<file path="config.mk">
export PLATFORM = sky130hd
export DESIGN_NAME = fcd_in_queue
export DESIGN_NICKNAME = d
export VERILOG_FILES = /design/src/rtl/core/fcd_pkg.sv /design/src/rtl/core/fcd_in_queue.sv
export SDC_FILE = /design/constraint.sdc
export NUM_CORES = 1
export LEC_CHECK = 0
export ABC_AREA = 0
export BUFFER_PORTS_ARGS = -buffer_cell sky130_fd_sc_hd__buf_4
export CORE_ASPECT_RATIO = 0.7
export CORE_MARGIN = 3
export CORE_UTILIZATION = 30
export DETAILED_ROUTE_END_ITERATION = 12
export PLACE_DENSITY = 0.59
export SLEW_MARGIN = 30
export SYNTH_ARGS = -nofsm -noshare
export SYNTH_HDL_FRONTEND = slang
export SYNTH_SLANG_ARGS = --single-unit
</file>
<file path="constraint.sdc">
create_clock -name aclk -period 1.8 [get_ports aclk]
set_clock_uncertainty 0.1 [all_clocks]
set_input_delay 0.09 -clock aclk [delete_from_list [all_inputs] [get_ports aclk]]
set_output_delay 0.09 -clock aclk [all_outputs]
set_load 0.01 [all_outputs]
</file>
<file path="src/rtl/core/fcd_pkg.sv">
// shared types, constants and helpers for the fifo cache directory store
`timescale 1ns / 1ps

package fcd_pkg;

    localparam int NODE_W      = 16;
    localparam int NODE_DEPTH  = 65536;
    localparam int NODE_IDX_W  = $clog2(NODE_DEPTH);
    localparam int SLOT_DEPTH  = 4096;
    localparam int SLOT_W      = $clog2(SLOT_DEPTH);
    localparam int CFG_W       = 13;
    localparam int IN_DATA_W   = 16;
    localparam int OUT_DATA_W  = 32;
    localparam int QUEUE_DEPTH = 2;
    localparam int QUEUE_PTR_W = $clog2(QUEUE_DEPTH);
    localparam int QUEUE_CNT_W = $clog2(QUEUE_DEPTH + 1);

    localparam logic [CFG_W-1:0] CFG_RESET = CFG_W'(SLOT_DEPTH);

    typedef struct packed {
        logic              valid;
        logic [NODE_W-1:0] node_id;
    } fcd_item_t;

    typedef struct packed {
        logic [NODE_W-1:0] evicted_node;
        logic              evicted_valid;
        logic              was_cached;
        logic [SLOT_W-1:0] slot;
    } fcd_result_t;

    // ring advance: zero acts as one, counts above the ring size saturate
    function automatic logic [SLOT_W-1:0] slot_advance(
        input logic [SLOT_W-1:0] wp,
        input logic [CFG_W-1:0]  used
    );
        logic [SLOT_W:0] lim;
        logic [SLOT_W:0] nxt;
        if (used == '0) begin
            lim = (SLOT_W+1)'(1);
        end else if ((SLOT_W+1)'(used) > (SLOT_W+1)'(SLOT_DEPTH) ||
                     used > CFG_W'(SLOT_DEPTH)) begin
            lim = (SLOT_W+1)'(SLOT_DEPTH);
        end else begin
            lim = (SLOT_W+1)'(used);
        end
        nxt = {1'b0, wp} + (SLOT_W+1)'(1);
        if (nxt >= lim) begin
            return '0;
        end
        return nxt[SLOT_W-1:0];
    endfunction

endpackage

</file>
<file path="src/rtl/core/fcd_in_queue.sv">
// front end: accepts node beats into a short queue ahead of the map engine
`timescale 1ns / 1ps

module fcd_in_queue
    import fcd_pkg::*;
(
    input  logic                 aclk,
    input  logic                 aresetn,
    input  logic                 enable,
    input  logic                 s_valid,
    output logic                 s_ready,
    input  logic [NODE_W-1:0]    s_node_id,
    output fcd_item_t            head,
    input  logic                 pop
);

    logic [NODE_W-1:0]      entry_reg [QUEUE_DEPTH];
    logic [QUEUE_PTR_W-1:0] wr_ptr_reg, wr_ptr_next;
    logic [QUEUE_PTR_W-1:0] rd_ptr_reg, rd_ptr_next;
    logic [QUEUE_CNT_W-1:0] count_reg, count_next;
    logic                   push;
    logic                   do_pop;

    assign s_ready = enable && (count_reg != QUEUE_CNT_W'(QUEUE_DEPTH));
    assign push    = s_valid && s_ready;
    assign do_pop  = pop && (count_reg != '0);

    assign head.valid   = (count_reg != '0);
    assign head.node_id = entry_reg[rd_ptr_reg];

    always_comb begin
        wr_ptr_next = wr_ptr_reg;
        rd_ptr_next = rd_ptr_reg;
        count_next  = count_reg;
        if (push) begin
            wr_ptr_next = (wr_ptr_reg == QUEUE_PTR_W'(QUEUE_DEPTH - 1)) ? '0
                          : wr_ptr_reg + QUEUE_PTR_W'(1);
        end
        if (do_pop) begin
            rd_ptr_next = (rd_ptr_reg == QUEUE_PTR_W'(QUEUE_DEPTH - 1)) ? '0
                          : rd_ptr_reg + QUEUE_PTR_W'(1);
        end
        if (push && !do_pop) begin
            count_next = count_reg + QUEUE_CNT_W'(1);
        end else if (do_pop && !push) begin
            count_next = count_reg - QUEUE_CNT_W'(1);
        end
    end

    always_ff @(posedge aclk) begin
        if (!aresetn) begin
            wr_ptr_reg <= '0;
            rd_ptr_reg <= '0;
            count_reg  <= '0;
        end else begin
            wr_ptr_reg <= wr_ptr_next;
            rd_ptr_reg <= rd_ptr_next;
            count_reg  <= count_next;
        end
    end

    always_ff @(posedge aclk) begin
        if (push) begin
            entry_reg[wr_ptr_reg] <= s_node_id;
        end
    end

endmodule

</file>
==> results of run 1 <==
-- worst min-delay path, delay by kind of cell --
kind | cells | cell delay (ns)
and+or+nand+nor | 1 | 0.24
muxes | 1 | 0.10
buffers and inverters | 1 | 0.08
-- logic make-up after synthesis --
| logic type | Yosys count | share of synthesized area, % |
|---|---|---|
| flops | 37 | 76.2 |
| compound gates | 3 | 1.26 |
| mux | 17 | 13.7 |
| fa+ha+maj | 1 | 0.898 |
| simple gates | 12 | 5.21 |
| xor+xnor | 3 | 1.89 |
| buf+inv | 2 | 0.898 |
-- cell usage in the layout, fill, tap and decap left out, types with 2 or more instances in the layout --
| cell type | count |
|---|---|
| nand2b_1 | 2 |
| xnor2_1 | 2 |
| mux2_2 | 16 |
| dfxtp_1 | 4 |
| clkbuf_1 | 2 |
| buf_4 | 42 |
| dlygate4sd3_1 | 17 |
| edfxtp_1 | 32 |
| and2_1 | 5 |
| clkbuf_8 | 5 |
-- repair_timing --
action,in CTS,in global routing
endpoints found under the setup margin,0,1
resized for setup,0,2
hold buffers,17,0
endpoints found under the hold margin,37,0
-- synth_stat cells (all sizes together) --
cell	count	area, sq um
a21boi	1	7.51
and2	5	31.3
and3	1	6.26
buf	2	12.5
dfxtp	5	100
edfxtp	32	961
ha	1	12.5
mux2	16	180
mux2i	1	10.0
nand2	1	3.75
nand2b	2	12.5
nor2b	1	6.26
o21ai	2	10.0
or2	1	6.26
or3	1	6.26
xnor2	2	17.5
xor2	1	8.76
-- routing by layer --
layer | GRT usage, % | wire (um) | up-vias | part of all wire, %
li1 | - | - | 411 | -
met1 | 10.4 | 1030 | 401 | 40
met2 | 18.8 | 1370 | 24 | 54
met3 | 4.22 | 141 | 3 | 5.5
met4 | 2.87 | 15 | 0 | 0.59
met5 | 0 | 0 | - | 0
-- where the power goes --
| group | internal [uW] | switching [uW] |
|---|---|---|
| sequential | 1040 | 60.8 |
| combinational | 444 | 294 |
| clock | 269 | 256 |
| total | 1750 | 611 |
-- worst max-delay path by stage --
stage,from,end,slack (ns),cells past startpoint
2_1_floorplan,count_reg[0],entry_reg[0][0],0.1,3
6_report,count_reg[0],count_reg[1],0.12,6
3_3_place_gp,count_reg[0],count_reg[1],0.13,5
5_1_grt,count_reg[0],count_reg[1],0.02,6
3_5_place_dp,count_reg[0],count_reg[1],0.08,5
4_1_cts,count_reg[0],count_reg[1],0.06,5
-- layout make-up --
| type | count | area (sq um) |
|---|---|---|
| Multi-Input combinational cell | 36 | 334 |
| Timing Repair Buffer | 60 | 505 |
| Sequential cell | 37 | 1060 |
| Fill cell | 398 | 2350 |
| Tap cell | 55 | 68.8 |
| Clock inverter | 1 | 3.75 |
| Clock buffer | 7 | 76.3 |
-- stage by stage --
| stage | total power (uW) | worst slack (ns) | cell area, sq um |
|---|---|---|---|
| global placement | 1800 | 0.135 | 1790 |
| finish | 2360 | 0.117 | 2050 |
| detailed placement | 1820 | 0.0804 | 1790 |
| global route | 2520 | 0.0214 | 2050 |
| floorplan | 1500 | 0.0965 | 1400 |
| CTS | 2390 | 0.0630 | 2040 |
==> impl_metrics.toml, run 1 <==
[die]
start_util_pct = 31.6
ioPinCount = 39
core-area_sq_um = 4400
fp.dieW_um = 87.4
rows = 20
die_height_um = 63.0
fp.dieArea_sq_um = 5510

[route]
wl_mm = 2.56
wl_per_cell_um = 13.0
vias_per_cell = 4.28
dr.pass1.iters = 2
drc = 0
ant_nets = 0
vias = 839
drt_iter0_drc = 14

[cts]
cts_sinks = 37
post_cts_buffers = 0
clockRootBuffer = "clkbuf_8"
clk_latency_ns = 0.27
cts_tree = "done"
htree_num_levels = 2
path_clk_slew_ns = 0.06
numCtsBuffers = 5
clk_path_buf_depth = 2

[setup_path]
r2r_slack_ns = 0.12
r2r_cells = 6
cp_slowest_cell = "dfxtp_2"
cp_data_required_time_ns = 1.91
crit_arrival_ns = 1.79
cp-end-kind = "flip-flop"
worst_setup_path_start_kind = "flip-flop"
path_buf_inv = 0
critPathTopFamily = "simple AND/OR/NAND/NOR gates"
cp_slowest_stage_delay_ns = 0.35
reg2reg_from = "count_reg[0]"
crit_type = "flip-flop to flip-flop"
timing.rr.end = "count_reg[1]"
cp_max_fo = 5
path_cells = "nand2b_1 > and3_1 > ha_4 > xor2_1 > or3_1 > a21boi_1"

[global_route]
gr-total-overflow = 0
grt_pass1_vias = 975
grt_use_total_pct = 10.2
antenna_found_initial = 0
grt_max_degree = 17
grt_pass1_wl_mm = 4.21

[pwr]
p_per_area_nw_per_um2 = 1150
p_leak_uw = 0.000778
vdd_drop_max_v = 0.000548

[timing]
tightest_slew_ns = 0.310
hold_viol = 0
min_period_ns = 1.68
period_share_pct = 93.5
final_max_slew_viol_count = 0
timing.setup.tns_ns = 0
setup_viol = 0
slew_headroom_pct = 79.2
hold_slack_ns = 0.188
rsz0062_at_grt = "no"
fmax_mhz = 594

[logic_synthesis]
synth_cells = 75
ys_types = 19
syn_area_sq_um = 1390
synth_nets = 97
yosysSeqAreaShare_pct = 76.2
ys_ff_latch = 37
avgSynthCellArea_sq_um = 18.6
yosysWarnings = 0

[run]
cap_violations = 0

[placement]
gp_congestion = 0.681
dpl.hpwl_mm = 1.82
post-place-cells = 171
io_buffers = 38

[final_layout]
utilization_pct = 46.6
drive_gt1_share_pct = 48.2
nets = 162
n_antenna_cell = 0
area_delta_synth_final_pct = 47.3
largest_reg_flops = 32
finalNonFillerCells = 196

[worst_hold_path]
hold_class = "input pin to flip-flop"
whs_endpoint = "wr_ptr_reg"
hold_start = "enable"
worstHoldPathCells = 3

[outcome]
run_status = "finished clean"
No activity file was read; power rests on OpenSTA's default activity.
==> run 2: changes to the inputs <==
--- a/config.mk
+++ b/config.mk
@@ -11,7 +11,7 @@
 export CORE_MARGIN = 3
 export CORE_UTILIZATION = 30
 export DETAILED_ROUTE_END_ITERATION = 12
-export PLACE_DENSITY = 0.59
+export PLACE_DENSITY_LB_ADDON = 0.25
 export SLEW_MARGIN = 30
 export SYNTH_ARGS = -nofsm -noshare
 export SYNTH_HDL_FRONTEND = slang
==> constraint.sdc (replaced) <==
create_clock -name aclk -period 2 [get_ports aclk]
set_clock_uncertainty 0.1 [all_clocks]
set_input_delay 0.1 -clock aclk [delete_from_list [all_inputs] [get_ports aclk]]
set_output_delay 0.1 -clock aclk [all_outputs]
set_load 0.01 [all_outputs]
==> impl_metrics.toml, run 2 (same netlist as run 1, synthesis figures left out) <==
[outcome]
run_status = "finished clean"

[pwr]
vdd_drop_max_v = 0.000369
internal_power_uw = 1540
swShare_pct = 25.7
p_per_area_nw_per_um2 = 1030
p_comb_share_pct = 30.3
power_frac_clock_pct = 21.9
finalPower_uw = 2070
seqPwrFrac_pct = 47.8
p_leak_uw = 0.000762
p_sw_uw = 533

[global_route]
grt_pass1_wl_mm = 3.91
grt_pass1_vias = 848
grt_max_degree = 17
gr-total-overflow = 0
antenna_found_initial = 0
grt_use_total_pct = 9.61

[timing]
worst_slack_ns = 0.221
timing.setup.tns_ns = 0
final_max_slew_viol_count = 0
tightest_slew_ns = 0.308
slew_headroom_pct = 79.5
hold_viol = 0
fmax_mhz = 562
setup_viol = 0
period_share_pct = 88.9
rsz0062_at_grt = "no"
min_period_ns = 1.78

[final_layout]
nets = 160
finalNonFillerCells = 193
area_delta_synth_final_pct = 44.0
fill_cells = 395
n_antenna_cell = 0
drive_gt1_share_pct = 46.4
largest_reg_flops = 32
layout_commonest_cell = "buf_4"
layout_common_cells = "buf_4 (41), edfxtp_1 (32), dlygate4sd3_1 (17)"

[setup_path]
crit_type = "flip-flop to flip-flop"
crit_start = "count_reg[0]"
cp-end-kind = "flip-flop"
r2r_slack_ns = 0.22
cp_data_required_time_ns = 2.11
crit_arrival_ns = 1.89
reg2reg_from = "count_reg[0]"
worst_setup_path_start_kind = "flip-flop"
cp_max_fo = 5

[die]
fp.dieArea_sq_um = 5510
rows = 20
start_util_pct = 31.6
ioPinCount = 39
core-area_sq_um = 4400
fp.dieW_um = 87.4
die_height_um = 63.0

[route]
drc = 0
vias_per_cell = 4.25
wl_met2_mm = 1.31
drt_iter0_drc = 40
met1_length_um = 975
wl_per_cell_um = 12.6
wl_mm = 2.42
dr.pass1.iters = 4
vias = 821
met3WireLength_um = 136
ant_nets = 0
topRoutingLayerUsed = "met3"

[cts]
postCtsHoldBufs = 17
clk_latency_ns = 0.27
post_cts_buffers = 0
cts_tree = "done"
clockRootBuffer = "clkbuf_8"
cts_sinks = 37
numCtsBuffers = 5
cts_resized = 0
path_clk_slew_ns = 0.06
clk_path_buf_depth = 2
htree_num_levels = 2

[worst_hold_path]
hold_start = "enable"
hold_class = "input pin to flip-flop"

[placement]
post-place-cells = 169
io_buffers = 38
dpl.hpwl_mm = 1.68
pre_cts_ws_ns = 0.239
gp_congestion = 0.648

[run]
cap_violations = 0
-- run 2: cell type report --
type / instances / area [sq um] / share of cell area (%)
tap: 55 / 68.8 / 3.43
sequential: 37 / 1060 / 52.9
clock inverter: 1 / 3.75 / 0.187
timing repair buffer: 58 / 478 / 23.8
multi-input combinational: 36 / 322 / 16.0
clock buffer: 6 / 72.6 / 3.62
-- run 2: power groups by stage --
stage / Sequential, uW / Clock [uW] / Combinational (uW)
6_report: 990 / 454 / 627
5_1_grt: 1000 / 503 / 686
4_1_cts: 993 / 480 / 641
3_5_place_dp: 1010 / 0 / 610
3_3_place_gp: 1000 / 0 / 597
2_1_floorplan: 979 / 0 / 372
-- run 2: stage by stage --
stage | instance area, sq um | hold WS (ns) | utilization (%)
finish | 2010 | 0.171 | 45.5
detailed placement | 1760 | 0.189 | 39.9
global placement | 1760 | 0.186 | 39.9
floorplan | 1390 | 0.0989 | -
CTS | 2010 | 0.157 | 45.5
global route | 2010 | 0.174 | 45.5
-- run 2: critical path: stages (launching register included) --
cell and delay [ns]:
dfxtp_1 0.35, nand2b_1 0.17, and3_1 0.24, ha_1 0.35
or3_1 0.37, a21boi_1 0.14
-- run 2: path summary, 6_finish.rpt --
path	endpoint	depth (start not counted)
setup / recovery	count_reg[1]	5
hold / removal	wr_ptr_reg	3
setup reg to reg	count_reg[1]	5
hold reg to reg	wr_ptr_reg	2
-- run 2: per-layer routing --
layer	track usage, %	up-vias
met3	3.69	0
met2	16.4	20
li1	-	404
met1	10.6	397
met5	0	-
met4	4.02	0
